**config.mk**
```make
export PLATFORM = sky130hd
export DESIGN_NAME = priority_event_queue_flat
export DESIGN_NICKNAME = d
export VERILOG_FILES = /design/src/rtl/pevq_pkg.sv /design/src/rtl/pevq_if.sv /design/src/rtl/priority_event_queue.sv /design/src/rtl/pevq_cell.sv /design/src/flat_wrapper.sv
export SDC_FILE = /design/constraint.sdc
export NUM_CORES = 1
export LEC_CHECK = 0
export ABC_AREA = 1
export BUFFER_PORTS_ARGS = -buffer_cell sky130_fd_sc_hd__buf_2
export CAP_MARGIN = 30
export CELL_PAD_IN_SITES_DETAIL_PLACEMENT = 1
export CELL_PAD_IN_SITES_GLOBAL_PLACEMENT = 2
export CORE_MARGIN = 1.5
export CORE_UTILIZATION = 40
export CTS_BUF_LIST = sky130_fd_sc_hd__clkbuf_16
export DETAILED_ROUTE_END_ITERATION = 10
export PLACE_DENSITY_LB_ADDON = 0.1
export REMOVE_ABC_BUFFERS = 1
export SYNTH_ARGS = -nofsm -noshare
export SYNTH_HDL_FRONTEND = slang
export SYNTH_HIERARCHICAL = 1
export SYNTH_SLANG_ARGS = --single-unit
```
**constraint.sdc**
```tcl
create_clock -name clk -period 8.6 [get_ports clk]
set_input_delay 0.43 -clock clk [delete_from_list [all_inputs] [get_ports clk]]
set_output_delay 0.43 -clock clk [all_outputs]
set_load 0.05 [all_outputs]
```
**src/rtl/pevq_pkg.sv**
```systemverilog
// shared types and codes of the priority event queue
package pevq_pkg;

  // opcode of an input beat
  typedef enum logic [1:0] {
    OP_PUSH  = 2'd0,
    OP_POP   = 2'd1,
    OP_CLEAR = 2'd2,
    OP_NOP   = 2'd3
  } opcode_t;

  // status of a result beat
  typedef enum logic [1:0] {
    ST_DONE  = 2'd0,
    ST_FULL  = 2'd1,
    ST_EMPTY = 2'd2
  } status_t;

  // configuration port
  localparam int CFG_IDX_W  = 1;
  localparam int CFG_DATA_W = 5;
  localparam logic [CFG_IDX_W-1:0] REG_CAPACITY  = 1'd0;
  localparam logic [CFG_IDX_W-1:0] REG_OVERWRITE = 1'd1;

  // reset capacity before clamping to the built depth
  localparam int CAPACITY_RESET = 16;

  // broadcast control from the queue controller to every cell
  typedef struct packed {
    logic ins_en;     // insert the pushed entry, cells behind it move back
    logic shl_en;     // every cell takes its back neighbor (front entry leaves)
    logic ovw_en;     // with shl_en: the last held cell loads the pushed entry
    logic zero_push;  // pushed priority is zero: append behind held entries
  } cell_ctl_t;

endpackage

```
**src/rtl/pevq_if.sv**
```systemverilog
// input and result channel interfaces of the priority event queue
interface pevq_in_if #(
  parameter int EVENT_BITS    = 16,
  parameter int PRIORITY_BITS = 8
);
  logic                     valid;
  logic                     ready;
  logic [1:0]               opcode;
  logic [EVENT_BITS-1:0]    event_code;
  logic [PRIORITY_BITS-1:0] event_priority;

  modport source (output valid, output opcode, output event_code,
                  output event_priority, input ready);
  modport sink   (input valid, input opcode, input event_code,
                  input event_priority, output ready);
endinterface

interface pevq_out_if #(
  parameter int EVENT_BITS    = 16,
  parameter int PRIORITY_BITS = 8,
  parameter int CNT_W         = 5
);
  logic                     valid;
  logic                     ready;
  logic [1:0]               status;
  logic [EVENT_BITS-1:0]    popped_event;
  logic [PRIORITY_BITS-1:0] popped_priority;
  logic [CNT_W-1:0]         count_after;
  logic                     is_empty;
  logic                     is_full;

  modport source (output valid, output status, output popped_event,
                  output popped_priority, output count_after, output is_empty,
                  output is_full, input ready);
  modport sink   (input valid, input status, input popped_event,
                  input popped_priority, input count_after, input is_empty,
                  input is_full, output ready);
endinterface

```
**src/rtl/priority_event_queue.sv**
```systemverilog
// top level of the priority event queue: cell row, fill count and result register
//
// Bounded queue of events kept in priority order, equal priorities in arrival
// order. Each input beat on in_ch carries an opcode (push, pop, clear or no-op),
// an event code and a priority; each accepted beat gives exactly one result beat
// on out_ch with a status, the popped entry (zero unless a pop succeeded), the
// fill count after the operation and empty/full flags.
// The entries sit in a row of cells, front entry in cell 0. On a push every cell
// compares its priority with the pushed one against its front neighbor's verdict,
// so the new entry lands and the entries behind it move back one cell in the
// same cycle; a pop moves every cell forward by one.
// The result is registered and appears in the cycle after the input beat is accepted.
// Throughput: one beat per cycle while results drain; the whole cell row updates together.
// in_ch.ready stays high while the result register is empty or being drained,
// so a stalled receiver holds back at most one result and then the input.
// Reset (rst_n low at a clock edge) empties the queue, sets the capacity to
// the built depth capped at 16 and disables overwrite. Configuration writes must go in
// only while the block is idle, unchecked by the block; capacity writes empty the queue.
module priority_event_queue #(
  parameter int QUEUE_DEPTH   = 16,
  parameter int EVENT_BITS    = 16,
  parameter int PRIORITY_BITS = 8
) (
  input  logic                              clk,
  input  logic                              rst_n,
  pevq_in_if.sink                           in_ch,
  pevq_out_if.source                        out_ch,
  input  logic                              cfg_we,
  input  logic [pevq_pkg::CFG_IDX_W-1:0]    cfg_index,
  input  logic [pevq_pkg::CFG_DATA_W-1:0]   cfg_data
);

  localparam int CNT_W   = $clog2(QUEUE_DEPTH + 1);
  localparam int CAP_RST = (QUEUE_DEPTH < pevq_pkg::CAPACITY_RESET) ?
                           QUEUE_DEPTH : pevq_pkg::CAPACITY_RESET;

  // cell row wiring
  logic [EVENT_BITS-1:0]    cell_ev [QUEUE_DEPTH];
  logic [PRIORITY_BITS-1:0] cell_pr [QUEUE_DEPTH];
  logic [QUEUE_DEPTH-1:0]   cell_after;
  logic [QUEUE_DEPTH-1:0]   below_vec;
  logic [QUEUE_DEPTH-1:0]   last_vec;
  pevq_pkg::cell_ctl_t      ctl;

  // queue control state
  logic [CNT_W-1:0] count_r, count_nxt;
  logic [CNT_W-1:0] cap_r, cap_nxt;
  logic             ovw_r, ovw_nxt;

  // result register
  logic                     out_valid_r;
  pevq_pkg::status_t        status_r, status_nxt;
  logic [EVENT_BITS-1:0]    pop_ev_r, pop_ev_nxt;
  logic [PRIORITY_BITS-1:0] pop_pr_r, pop_pr_nxt;
  logic [CNT_W-1:0]         cnt_out_r;
  logic                     empty_r, full_r;

  logic              accept;
  logic              full;
  logic              last_after;
  pevq_pkg::opcode_t op;

  assign in_ch.ready = !out_valid_r || out_ch.ready;
  assign accept      = in_ch.valid && in_ch.ready;
  assign op          = pevq_pkg::opcode_t'(in_ch.opcode);
  assign full        = count_r >= cap_r;
  // every held entry outranks the push: it would land behind the last one
  assign last_after  = |(last_vec & cell_after);

  // row of cells, front entry in cell 0
  for (genvar i = 0; i < QUEUE_DEPTH; i++) begin : g_cell
    logic                     prev_after;
    logic [EVENT_BITS-1:0]    prev_ev, next_ev;
    logic [PRIORITY_BITS-1:0] prev_pr, next_pr;

    assign below_vec[i] = CNT_W'(i) < count_r;
    assign last_vec[i]  = CNT_W'(i + 1) == count_r;

    if (i == 0) begin : g_front
      assign prev_after = 1'b1;
      assign prev_ev    = cell_ev[i];
      assign prev_pr    = cell_pr[i];
    end else begin : g_mid
      assign prev_after = cell_after[i-1];
      assign prev_ev    = cell_ev[i-1];
      assign prev_pr    = cell_pr[i-1];
    end

    if (i == QUEUE_DEPTH - 1) begin : g_back
      assign next_ev = cell_ev[i];
      assign next_pr = cell_pr[i];
    end else begin : g_inner
      assign next_ev = cell_ev[i+1];
      assign next_pr = cell_pr[i+1];
    end

    pevq_cell #(
      .EVENT_BITS    (EVENT_BITS),
      .PRIORITY_BITS (PRIORITY_BITS)
    ) u_cell (
      .clk         (clk),
      .ctl         (ctl),
      .push_ev     (in_ch.event_code),
      .push_pr     (in_ch.event_priority),
      .below_count (below_vec[i]),
      .at_last     (last_vec[i]),
      .prev_after  (prev_after),
      .prev_ev     (prev_ev),
      .prev_pr     (prev_pr),
      .next_ev     (next_ev),
      .next_pr     (next_pr),
      .ev          (cell_ev[i]),
      .pr          (cell_pr[i]),
      .after       (cell_after[i])
    );
  end

  // operation decode, fill count and result
  always_comb begin
    ctl           = '0;
    ctl.zero_push = in_ch.event_priority == '0;
    count_nxt     = count_r;
    status_nxt    = pevq_pkg::ST_DONE;
    pop_ev_nxt    = '0;
    pop_pr_nxt    = '0;
    if (accept) begin
      unique case (op)
        pevq_pkg::OP_PUSH: begin
          if (!full) begin
            ctl.ins_en = 1'b1;
            count_nxt  = count_r + CNT_W'(1);
          end else if (ctl.zero_push) begin
            if (ovw_r) begin
              ctl.shl_en = 1'b1;
              ctl.ovw_en = 1'b1;
            end else begin
              status_nxt = pevq_pkg::ST_FULL;
            end
          end else if (last_after) begin
            status_nxt = pevq_pkg::ST_FULL;
          end else begin
            ctl.ins_en = 1'b1;
          end
        end
        pevq_pkg::OP_POP: begin
          if (count_r == '0) begin
            status_nxt = pevq_pkg::ST_EMPTY;
          end else begin
            ctl.shl_en = 1'b1;
            count_nxt  = count_r - CNT_W'(1);
            pop_ev_nxt = cell_ev[0];
            pop_pr_nxt = cell_pr[0];
          end
        end
        pevq_pkg::OP_CLEAR: begin
          count_nxt = '0;
        end
        pevq_pkg::OP_NOP: begin
        end
        default: begin
        end
      endcase
    end
    if (cfg_we && (cfg_index == pevq_pkg::REG_CAPACITY)) begin
      count_nxt = '0;
    end
  end

  // configuration writes, capacity clamped to 1..QUEUE_DEPTH
  always_comb begin
    cap_nxt = cap_r;
    ovw_nxt = ovw_r;
    if (cfg_we) begin
      unique case (cfg_index)
        pevq_pkg::REG_CAPACITY: begin
          if (32'(cfg_data) > QUEUE_DEPTH) begin
            cap_nxt = CNT_W'(QUEUE_DEPTH);
          end else if (cfg_data == '0) begin
            cap_nxt = CNT_W'(1);
          end else begin
            cap_nxt = CNT_W'(cfg_data);
          end
        end
        pevq_pkg::REG_OVERWRITE: begin
          ovw_nxt = cfg_data[0];
        end
        default: begin
        end
      endcase
    end
  end

  // control registers
  always_ff @(posedge clk) begin
    if (!rst_n) begin
      count_r     <= '0;
      cap_r       <= CNT_W'(CAP_RST);
      ovw_r       <= 1'b0;
      out_valid_r <= 1'b0;
    end else begin
      count_r <= count_nxt;
      cap_r   <= cap_nxt;
      ovw_r   <= ovw_nxt;
      if (accept) begin
        out_valid_r <= 1'b1;
      end else if (out_ch.ready) begin
        out_valid_r <= 1'b0;
      end
    end
  end

  // result payload
  always_ff @(posedge clk) begin
    if (accept) begin
      status_r  <= status_nxt;
      pop_ev_r  <= pop_ev_nxt;
      pop_pr_r  <= pop_pr_nxt;
      cnt_out_r <= count_nxt;
      empty_r   <= count_nxt == '0;
      full_r    <= count_nxt == cap_r;
    end
  end

  assign out_ch.valid           = out_valid_r;
  assign out_ch.status          = status_r;
  assign out_ch.popped_event    = pop_ev_r;
  assign out_ch.popped_priority = pop_pr_r;
  assign out_ch.count_after     = cnt_out_r;
  assign out_ch.is_empty        = empty_r;
  assign out_ch.is_full         = full_r;

endmodule

```
**src/rtl/pevq_cell.sv**
```systemverilog
// one slot of the sorted queue: holds an entry and trades it with its neighbors
module pevq_cell #(
  parameter int EVENT_BITS    = 16,
  parameter int PRIORITY_BITS = 8
) (
  input  logic                     clk,
  input  pevq_pkg::cell_ctl_t      ctl,
  input  logic [EVENT_BITS-1:0]    push_ev,
  input  logic [PRIORITY_BITS-1:0] push_pr,
  input  logic                     below_count,  // this slot holds an entry
  input  logic                     at_last,      // this slot holds the last entry
  input  logic                     prev_after,   // new entry goes behind the front neighbor
  input  logic [EVENT_BITS-1:0]    prev_ev,
  input  logic [PRIORITY_BITS-1:0] prev_pr,
  input  logic [EVENT_BITS-1:0]    next_ev,
  input  logic [PRIORITY_BITS-1:0] next_pr,
  output logic [EVENT_BITS-1:0]    ev,
  output logic [PRIORITY_BITS-1:0] pr,
  output logic                     after         // new entry goes behind this slot
);

  logic [EVENT_BITS-1:0]    ev_r, ev_nxt;
  logic [PRIORITY_BITS-1:0] pr_r, pr_nxt;
  logic                     load_here;
  logic                     from_prev;

  // held entry stays ahead of the pushed one when it is at least as urgent or the push has priority zero
  assign after     = ctl.zero_push ? below_count : (below_count && (pr_r >= push_pr));
  assign load_here = !after && prev_after;
  assign from_prev = !prev_after;

  // next slot contents
  always_comb begin
    ev_nxt = ev_r;
    pr_nxt = pr_r;
    if (ctl.shl_en) begin
      if (ctl.ovw_en && at_last) begin
        ev_nxt = push_ev;
        pr_nxt = push_pr;
      end else begin
        ev_nxt = next_ev;
        pr_nxt = next_pr;
      end
    end else if (ctl.ins_en) begin
      if (load_here) begin
        ev_nxt = push_ev;
        pr_nxt = push_pr;
      end else if (from_prev) begin
        ev_nxt = prev_ev;
        pr_nxt = prev_pr;
      end
    end
  end

  // slot storage
  always_ff @(posedge clk) begin
    ev_r <= ev_nxt;
    pr_r <= pr_nxt;
  end

  assign ev = ev_r;
  assign pr = pr_r;

endmodule
```
**src/flat_wrapper.sv**
```systemverilog
// flat-port wrapper written by rule: the top's interface ports become plain ports
module priority_event_queue_flat 
#(
  parameter int QUEUE_DEPTH   = 16,
  parameter int EVENT_BITS    = 16,
  parameter int PRIORITY_BITS = 8
)
  (clk, rst_n, cfg_we, cfg_index, cfg_data, in_ch_valid, in_ch_opcode, in_ch_event_code, in_ch_event_priority, in_ch_ready, out_ch_valid, out_ch_status, out_ch_popped_event, out_ch_popped_priority, out_ch_count_after, out_ch_is_empty, out_ch_is_full, out_ch_ready);
  pevq_in_if #(.EVENT_BITS(EVENT_BITS), .PRIORITY_BITS(PRIORITY_BITS)) in_ch_i ();
  pevq_out_if #(.EVENT_BITS(EVENT_BITS), .PRIORITY_BITS(PRIORITY_BITS)) out_ch_i ();
  input  logic clk;
  input  logic rst_n;
  input  logic cfg_we;
  input  logic [pevq_pkg::CFG_IDX_W-1:0] cfg_index;
  input  logic [pevq_pkg::CFG_DATA_W-1:0] cfg_data;
  input wire logic [$bits(in_ch_i.valid)-1:0] in_ch_valid;
  input wire logic [$bits(in_ch_i.opcode)-1:0] in_ch_opcode;
  input wire logic [$bits(in_ch_i.event_code)-1:0] in_ch_event_code;
  input wire logic [$bits(in_ch_i.event_priority)-1:0] in_ch_event_priority;
  output wire logic [$bits(in_ch_i.ready)-1:0] in_ch_ready;
  output wire logic [$bits(out_ch_i.valid)-1:0] out_ch_valid;
  output wire logic [$bits(out_ch_i.status)-1:0] out_ch_status;
  output wire logic [$bits(out_ch_i.popped_event)-1:0] out_ch_popped_event;
  output wire logic [$bits(out_ch_i.popped_priority)-1:0] out_ch_popped_priority;
  output wire logic [$bits(out_ch_i.count_after)-1:0] out_ch_count_after;
  output wire logic [$bits(out_ch_i.is_empty)-1:0] out_ch_is_empty;
  output wire logic [$bits(out_ch_i.is_full)-1:0] out_ch_is_full;
  input wire logic [$bits(out_ch_i.ready)-1:0] out_ch_ready;
  assign in_ch_i.valid = in_ch_valid;
  assign in_ch_i.opcode = in_ch_opcode;
  assign in_ch_i.event_code = in_ch_event_code;
  assign in_ch_i.event_priority = in_ch_event_priority;
  assign in_ch_ready = in_ch_i.ready;
  assign out_ch_valid = out_ch_i.valid;
  assign out_ch_status = out_ch_i.status;
  assign out_ch_popped_event = out_ch_i.popped_event;
  assign out_ch_popped_priority = out_ch_i.popped_priority;
  assign out_ch_count_after = out_ch_i.count_after;
  assign out_ch_is_empty = out_ch_i.is_empty;
  assign out_ch_is_full = out_ch_i.is_full;
  assign out_ch_i.ready = out_ch_ready;
  priority_event_queue #(.QUEUE_DEPTH(QUEUE_DEPTH), .EVENT_BITS(EVENT_BITS), .PRIORITY_BITS(PRIORITY_BITS)) u_core (.clk(clk), .rst_n(rst_n), .in_ch(in_ch_i), .out_ch(out_ch_i), .cfg_we(cfg_we), .cfg_index(cfg_index), .cfg_data(cfg_data));
endmodule
```
# == After elaboration in Yosys (flattened, before gate mapping) ==
# Cells that the tools add are included.
# totals
register_bits,429
latchBits,0
ram_bits,0
mem_bits_ro,0
n_memories,0
# classes
addsub,2
mul,0
div_mod_pow,0
order_cmp,34
eq_ne,36
n_shift,0
muxes,200
bitwise_logic,3
reduce_logical,93
# ops
op,n
16-bit two-way mux,79
8-bit two-way mux,79
8-bit greater-or-equal comparator,16
1-bit logical AND,49
4-bit by 5-bit equality test with 1-bit output (first input constant),8
4-bit by 5-bit less-than comparator with 1-bit output (first input constant),8
3-bit by 2-bit != test with 1-bit output (second input constant),13
2-bit AND reduction,17
5-bit two-way mux,6
1-bit two-way mux,27
3-bit by 5-bit equality test with 1-bit output (first input constant),4
3-bit by 5-bit less-than comparator with 1-bit output (first input constant),4
16-bit bitwise AND,1
1-bit logical NOT,16
16-bit OR reduction,1
5-bit logical NOT,3
5-bit case mux with 3 select lines,1
2-bit by 5-bit equality test with 1-bit output (first input constant),2
1-bit by 5-bit less-than comparator with 1-bit output (first input constant),2
2-bit by 5-bit less-than comparator with 1-bit output (first input constant),2
2-bit two-way mux,5
8-bit logical NOT,1
3-bit by 1-bit != test with 1-bit output (second input constant),2
5-bit by 1-bit adder with 5-bit output (second input constant),1
19 further kinds,21

# == Logic depth before layout (Yosys ltp) ==
# Gate-level depths: netlist (run 1).
# depth
depth_word,13
ltp_mapped,22
depth_no_buf,21

# == By module ==
# Netlist (run 1), hierarchy kept.
# modules_own_cells
module,instances,cells_per_inst,area_each_um2
pevq_cell,16,272,1923.1
priority_event_queue,1,355,2636.3

# == Worst setup path before layout (run 1) ==
# OpenSTA, ideal clock, no wires.
# synth_path
path_kind,reg2reg
from,reg u_core.count_r[4]
to,reg u_core.g_cell[10].u_cell.ev_r[0] (enable)
setup_time_ns,0.420
t_arrival_ns,3.959
t_required_ns,8.180
slack_ns,4.221
path_stages_with_launch,16
synth_period_minus_slack_ns,4.379
path_cell_list,dfxtp_1 > nor2_1 > nand2_1 > inv_1 > o21ai_0 > nand2_4 > buf_4 > inv_1 > a22o_1 > nor2_1 > nand3_1 > nor2_1 > nor2_1 > nor2_1 > nor2_1 > a31oi_1
# synth_rtl
element,line,source
start: declaration,priority_event_queue.sv:46,"logic [CNT_W-1:0] count_r, count_nxt;"
start signal: assignment,priority_event_queue.sv:201,count_r <= count_nxt;
end signal: assignment,pevq_cell.sv:57,ev_r <= ev_nxt;
end: declaration,pevq_cell.sv:22,"logic [EVENT_BITS-1:0] ev_r, ev_nxt;"

==> impl_metrics.py, run 1 <==
metrics = {
    "synth": {
        "syn_inst": 4707,
        "yosys_warnings": 6,
        "avgSynthCellArea_sq_um": 7.10,
        "synth_cell_types": 34,
        "ys_seq_area_share_pct": 38.2,
        "ys_seq_elements": 429,
        "yosysTopAreaCellShare_pct": 37.5,
        "yosys.area.top_type": "edfxtp_1",
        "synth_area_leaders": "edfxtp_1 37%, nand2_1 16%, nand3_1 12%, inv_1 11%, o211ai_1 8.7%",
        "syn_area_sq_mm": 0.0334,
    },
    "placement": {
        "dp_hpwl_um": 84700,
        "io_buffers": 71,
        "globalplace.congestion": 0.825,
    },
    "power_and_ir_drop": {
        "swShare_pct": 32.8,
        "p_int_mw": 4.11,
        "p_sw_mw": 2.00,
        "leakagePower_nw": 18.1,
        "pwr-share-seq_pct": 43.1,
        "p_clk_share_pct": 37.2,
        "irDropWorstVdd_v": 0.000152,
        "power.density_mw_per_mm2": 170,
        "power_frac_comb_pct": 19.7,
        "power_mw": 6.11,
    },
    "layout": {
        "fill_cells": 10500,
        "final-seq-area_sq_mm": 0.0128,
        "multi_input_area_sq_mm": 0.0156,
        "final_common_cell": "nand2_1",
        "syn2layout_area_growth_pct": 7.85,
        "fin_nets": 4808,
        "final_cell_mix": "1448 x nand2_1, 965 x inv_1, 800 x nand3_1",
        "drive_gt1_share_pct": 5.96,
    },
    "sta": {
        "fin_tns_setup_ps": 0,
        "setup_viol": 0,
        "worst_slew_pin_slew_ps": 1020,
        "final_hold_viol_count": 0,
        "finClkSkew_ps": 31.4,
        "whs_ps": 53.4,
        "fmax_ghz": 0.183,
        "rsz0062_at_grt": "false",
        "slew-limit-headroom_pct": 32.3,
        "min_period_ps": 5460,
        "finalCritPeriodShare_pct": 63.5,
        "slew_violations": 0,
    },
    "route": {
        "drt_iter0_drc": 2143,
        "drc_errors": 0,
        "viasPerCell": 5.45,
        "wl_per_cell_um": 22.1,
        "antenna_left": 0,
        "drt_wl_total_um": 127000,
        "drtPass1Iterations": 5,
        "vias": 31400,
    },
    "floorplanning": {
        "die_y_um": 292,
        "dieArea_sq_mm": 0.0853,
        "die_w_um": 292,
        "row_count": 105,
        "core-area_sq_mm": 0.0824,
        "start_util_pct": 40.6,
        "ioPinCount": 72,
    },
    "setup_path": {
        "worst_ep_arrival_time_ps": 5770,
        "critPathMaxFanout": 28,
        "cp-start-kind": "flip-flop",
        "worstPathRequired_ps": 8910,
        "crit_type": "reg -> reg",
        "end_kind": "flip-flop",
        "rrSetupSlack_ps": 3140,
    },
    "clocking": {
        "cts-buffers-inserted": 56,
        "cts_buffer_depth": 3,
        "cts.clk_slew.worst_paths_ps": 60,
        "clockRootBuffer": "clkbuf_16",
        "cts_resized": 0,
        "insertion_delay_ps": 640,
        "cts.sinks": 429,
        "cts.htree.levels": 2,
        "cts_tree": "yes",
        "postCtsSetupRepairBufs": 0,
        "ctsHoldBuffers": 3,
    },
    "status": {
        "outcome": "finished clean",
    },
    "grt": {
        "grt_pass1_wl_um": 194000,
        "grt_max_degree": 94,
        "grt_use_total_pct": 29.4,
        "grt_overflow": 0,
        "grt_pass1_vias": 31900,
        "grt_antenna_before_repair": 6,
    },
    "hold_path": {
        "holdCritPathClass": "in -> reg",
    },
    "run": {
        "drv_cap": 0,
    },
}
-- critical path: stages, from the launching register on --
cell     delay, ps
dfxtp_1        480
nor2_1         520
nand2_1        470
inv_1          220
o21ai_0        180
nand2_4        340
inv_1           80
buf_4          260
a22o_1         270
nor2_1         100
nand3_1         80
nor2_1         160
nor2_1          70
nor2_2         650
nor2_1         130
a31oi_2        760
buf_4          350
-- state kept, by name, indices dropped and copies added (netlist names), 2 cells and up --
register and flops:
u_core/cap_r 5, u_core/count_r 5, u_core/g_cell.u_cell/ev 256, u_core/g_cell.u_cell/pr 128, u_core/out_ch.count_after 5, u_core/out_ch.popped_event 16
u_core/out_ch.popped_priority 8, u_core/out_ch.status 2
-- power groups by stage --
stage / clock network [mW] / logic, mW / registers, mW
2_1_floorplan: 0 / 0.781 / 2.64
3_3_place_gp: 0 / 1.17 / 2.68
3_5_place_dp: 0 / 1.20 / 2.68
4_1_cts: 2.33 / 1.20 / 2.64
5_1_grt: 2.39 / 1.36 / 2.65
6_report: 2.27 / 1.20 / 2.64
-- layer usage --
| layer | vias up | GRT usage, % | share of wire, % |
|---|---|---|---|
| met5 | - | 0 | 0 |
| met4 | 0 | 8.17 | 2.6 |
| met3 | 163 | 2.93 | 4.1 |
| met2 | 628 | 53.2 | 51 |
| met1 | 15400 | 37.1 | 43 |
| li1 | 15100 | - | - |
-- final cells by class --
cell class              count  share of cell area, %
diodes                      1                0.00695
clock buffers              58                   4.03
clock inverters            48                  0.736
inverters                 965                   10.1
multi-input cells        3036                   43.4
flip-flops and latches    429                   35.4
well taps                1070                   3.72
repair buffers            145                   2.62
-- through the flow --
stage	cells	setup WS [ps]	util [%]	area [sq um]
finish	5752	3140	43.7	36000
global route	5751	2790	43.7	36000
CTS	5751	3150	43.7	36000
detailed placement	5642	3080	41.6	34300
global placement	5642	3270	41.6	34300
floorplan	4430	-17230	-	31900
-- path summary, 6_finish.rpt --
| kind | end | cells past startpoint | from |
|---|---|---|---|
| worst min register to register | u_core/cap_r[3] | 2 | u_core/cap_r[3] |
| worst max-delay path | u_core/g_cell[7].u_cell/ev[10] | 16 | u_core/count_r[4] |
| worst max register to register | u_core/g_cell[7].u_cell/ev[10] | 16 | u_core/count_r[4] |
| worst min-delay path | u_core/cap_r[4] | 3 | cfg_data[4] |
-- synthesized netlist by cell type (all sizes together) --
master,count
o21ai,7
xor2,1
and3,16
clkinv,16
ha,138
o22ai,1
and2,1
nor4,1
nor3,4
o211ai,386
nand3,800
nor3b,1
nor2,136
edfxtp,417
a211oi,1
buf,146
inv,949
conb,1
clkbuf,131
a22o,2
a21oi,34
a311oi,1
nand4,3
nand2,1485
dfxtp,12
a31oi,17
-- cells by family (layout without fill, tap and decap cells) --
group,after synthesis,in the layout,synth area share [%]
AOI/OAI and AO/OA,449,449,9.76
DFF,429,429,38.2
other,1,2,0.0112
xor gates and xnor gates,1,1,0.0262
and+or+nand+nor,2447,2447,31.5
adders and majority gates,138,138,5.17
buffers and inverters,1242,1216,15.4
No activity file was read; power rests on OpenSTA's default activity.
==> run 2: changes to the inputs <==
- ABC_AREA: 1 -> 0
- clock period: 8.6 -> 4.7 ns (I/O delays scaled with it)
==> run 2 against run 1 <==
Largest power group unchanged. Highest routed layer unchanged. Clock power rose by 85%. Worst setup slack got worse by 2800 ps. Design area rose by 1.8%. Sequential power rose by 67%. Non-clock buffer count rose by 113. Clock skew rose by 14 ps.
==> impl_metrics.py, run 2 <==
metrics = {
    "synth": {
        "synth_top_family_by_area": "multiplexers",
        "synthAdderAreaFrac_pct": 5.39,
        "synth_most_common_cell": "nor2_1",
        "ys.flop_type": "edfxtp_1",
        "synth-simple-area-share_pct": 9.21,
        "syn_area_sq_mm": 0.0320,
        "synth_area_leaders": "edfxtp_1 39%, mux2_4 15%, mux2i_1 12%, a21oi_1 6.4%, ha_1 5.4%",
        "ys_seq_elements": 429,
        "synth_xor_area_share_pct": 0.0547,
        "yosysTopAreaCellShare_pct": 39.1,
        "yosys_warnings": 6,
        "yosys-top-cells-count": "428 x nor2_1, 417 x edfxtp_1, 410 x a21oi_1, 388 x mux2i_1, 320 x mux2_4",
        "synth.area.mux_share_pct": 29.4,
        "ys_seq_area_share_pct": 39.9,
        "synth-compound-area-share_pct": 11.2,
        "synth_cell_types": 70,
        "syn_inst": 2921,
        "yosys.area.top_type": "edfxtp_1",
        "synth_edf_count": 417,
        "async_flop_share_pct": 0,
        "avgSynthCellArea_sq_um": 11.0,
    },
    "clocking": {
        "cts_resized": 0,
        "clockRootBuffer": "clkbuf_16",
        "insertion_delay_ps": 640,
        "cts_buffer_depth": 3,
        "cts_tree": "yes",
        "cts.clk_slew.worst_paths_ps": 60,
        "cts.htree.levels": 2,
        "cts-buffers-inserted": 55,
        "cts.sinks": 429,
    },
    "route": {
        "drtPass1Iterations": 4,
        "antenna_left": 0,
        "viasPerCell": 5.59,
        "drt_wl_total_um": 92800,
        "vias": 23300,
        "drt_iter0_drc": 1099,
        "wl_per_cell_um": 22.2,
        "drc_errors": 0,
    },
    "sta": {
        "finalCritPeriodShare_pct": 91.8,
        "fmax_ghz": 0.232,
        "min_period_ps": 4320,
        "slew-limit-headroom_pct": 33.0,
        "final_hold_viol_count": 0,
        "setup_viol": 0,
        "slew_violations": 0,
        "worst_slew_pin_slew_ps": 1000,
        "finClkSkew_ps": 45.7,
        "rsz0062_at_grt": "false",
    },
    "placement": {
        "io_buffers": 71,
        "globalplace.congestion": 0.868,
        "dp_hpwl_um": 66400,
    },
    "setup_path": {
        "r2r-end": "u_core/g_cell[12].u_cell/pr[4]",
        "crit_type": "in -> reg",
        "critPathMaxFanout": 16,
        "worstPathRequired_ps": 5050,
        "cp-start-kind": "input pin",
        "end_kind": "flip-flop",
        "worst_ep_arrival_time_ps": 4670,
        "rrSetupSlack_ps": 390,
        "regToRegStartpoint": "u_core/g_cell[2].u_cell/pr[2]",
        "r2r_cells": 15,
    },
    "layout": {
        "largest_reg_flops": 256,
        "final_cell_mix": "427 x nor2_1, 417 x edfxtp_1, 410 x a21oi_1",
        "postLayoutCoreUtil_pct": 46.4,
        "final_common_cell": "nor2_1",
        "syn2layout_area_growth_pct": 14.6,
        "antenna_cells": 0,
        "drive_gt1_share_pct": 24.2,
        "fin_nets": 3249,
    },
    "power_and_ir_drop": {
        "power.density_mw_per_mm2": 262,
        "irDropWorstVdd_v": 0.000271,
        "leakagePower_nw": 16.9,
        "power_mw": 9.61,
    },
    "hold_path": {
        "min-delay-start": "in_ch_event_priority[3]",
        "hold_end": "u_core/g_cell[13].u_cell/pr[3]",
        "worstHoldPathCells": 2,
        "holdCritPathClass": "in -> reg",
    },
    "floorplanning": {
        "core-area_sq_mm": 0.0791,
        "dieArea_sq_mm": 0.0817,
        "start_util_pct": 40.5,
        "die_w_um": 286,
        "die_y_um": 286,
        "row_count": 103,
        "ioPinCount": 72,
    },
    "run": {
        "drv_cap": 0,
    },
    "grt": {
        "grt_pass1_vias": 26000,
        "grt_max_degree": 117,
        "grt_overflow": 0,
        "grt_use_total_pct": 22.4,
        "grt_antenna_before_repair": 0,
        "grt_pass1_wl_um": 148000,
    },
    "status": {
        "outcome": "finished clean",
    },
}
[run 2: layer usage]
layer | wire (um) | global-route usage, % | vias to the layer above
li1 | - | - | 11000
met1 | 41500 | 28.3 | 11900
met2 | 47300 | 40.8 | 255
met3 | 1920 | 2.05 | 118
met4 | 2040 | 5.98 | 0
met5 | 0 | 0 | -
[run 2: worst max-delay path, stage by stage]
cell and delay [ps]:
buf_2 250, or4_1 560, nor2_2 800, a211oi_2 50, a31oi_1 230, buf_4 160, a21oi_1 50, inv_1 190
nand3b_1 90, a2111oi_0 620, a221oi_1 200, o21ai_1 140, nor3_1 80, nor2_1 210, nor3_4 90, buf_12 160
o22a_1 280, buf_4 240
[run 2: report_power, final]
part / total, mW / leakage [nW] / switching (mW) / internal [mW]
clock: 4.19 / 0.906 / 1.82 / 2.37
combinational: 1.03 / 12.1 / 0.599 / 0.427
sequential: 4.40 / 3.95 / 0.0785 / 4.32
total: 9.61 / 16.9 / 2.49 / 7.12
[run 2: layout make-up]
| cell class | instances | area [sq um] |
|---|---|---|
| multi-input combinational | 2156 | 17700 |
| fill | 8513 | 42400 |
| clock inverter | 47 | 348 |
| tap | 1050 | 1310 |
| clock buffer | 57 | 1430 |
| sequential | 429 | 12800 |
| timing repair buffer | 258 | 2460 |
| inverter | 174 | 653 |
[run 2: cell families after synthesis]
family | Yosys count
buffers and inverters | 336
muxes | 772
other | 1
AOI/OAI and AO/OA | 574
and+or+nand+nor | 669
xor gates and xnor gates | 2
DFF | 429
adders and majority gates | 138
[run 2: worst max path at each step]
| stage | to | slack (ps) | from |
|---|---|---|---|
| after CTS | u_core/g_cell[12].u_cell/pr[4] | 10 | u_core/g_cell[2].u_cell/pr[2] |
| after global placement | u_core/g_cell[12].u_cell/pr[7] | -170 | in_ch_event_priority[7] |
| final | u_core/g_cell[12].u_cell/pr[4] | 380 | in_ch_event_priority[7] |
| after detailed placement | u_core/g_cell[12].u_cell/ev[3] | -150 | in_ch_event_priority[7] |
| after global routing | u_core/g_cell[12].u_cell/pr[4] | 130 | u_core/count_r[2] |
| after floorplan | u_core/g_cell[0].u_cell/ev[0] | -43900 | in_ch_event_priority[5] |
[run 2: metrics by stage]
stage	setup WS (ps)	setup TNS, ps	std cells	instance area, sq um	hold WS, ps
3_3_place_gp	-170	-36470	4047	34700	457
2_1_floorplan	-43900	-	2759	31100	311
5_1_grt	128	0	4171	36700	73.0
4_1_cts	11.9	0	4168	36600	36.2
3_5_place_dp	-154	-27770	4048	34700	465
6_report	384	0	4171	36700	70.0
[run 2: timing repair]
action / CTS / global route
hold endpoints to repair: 12 / 0
setup buffers: 0 / 2
hold buffers: 16 / 0
setup endpoints to repair: 0 / 383
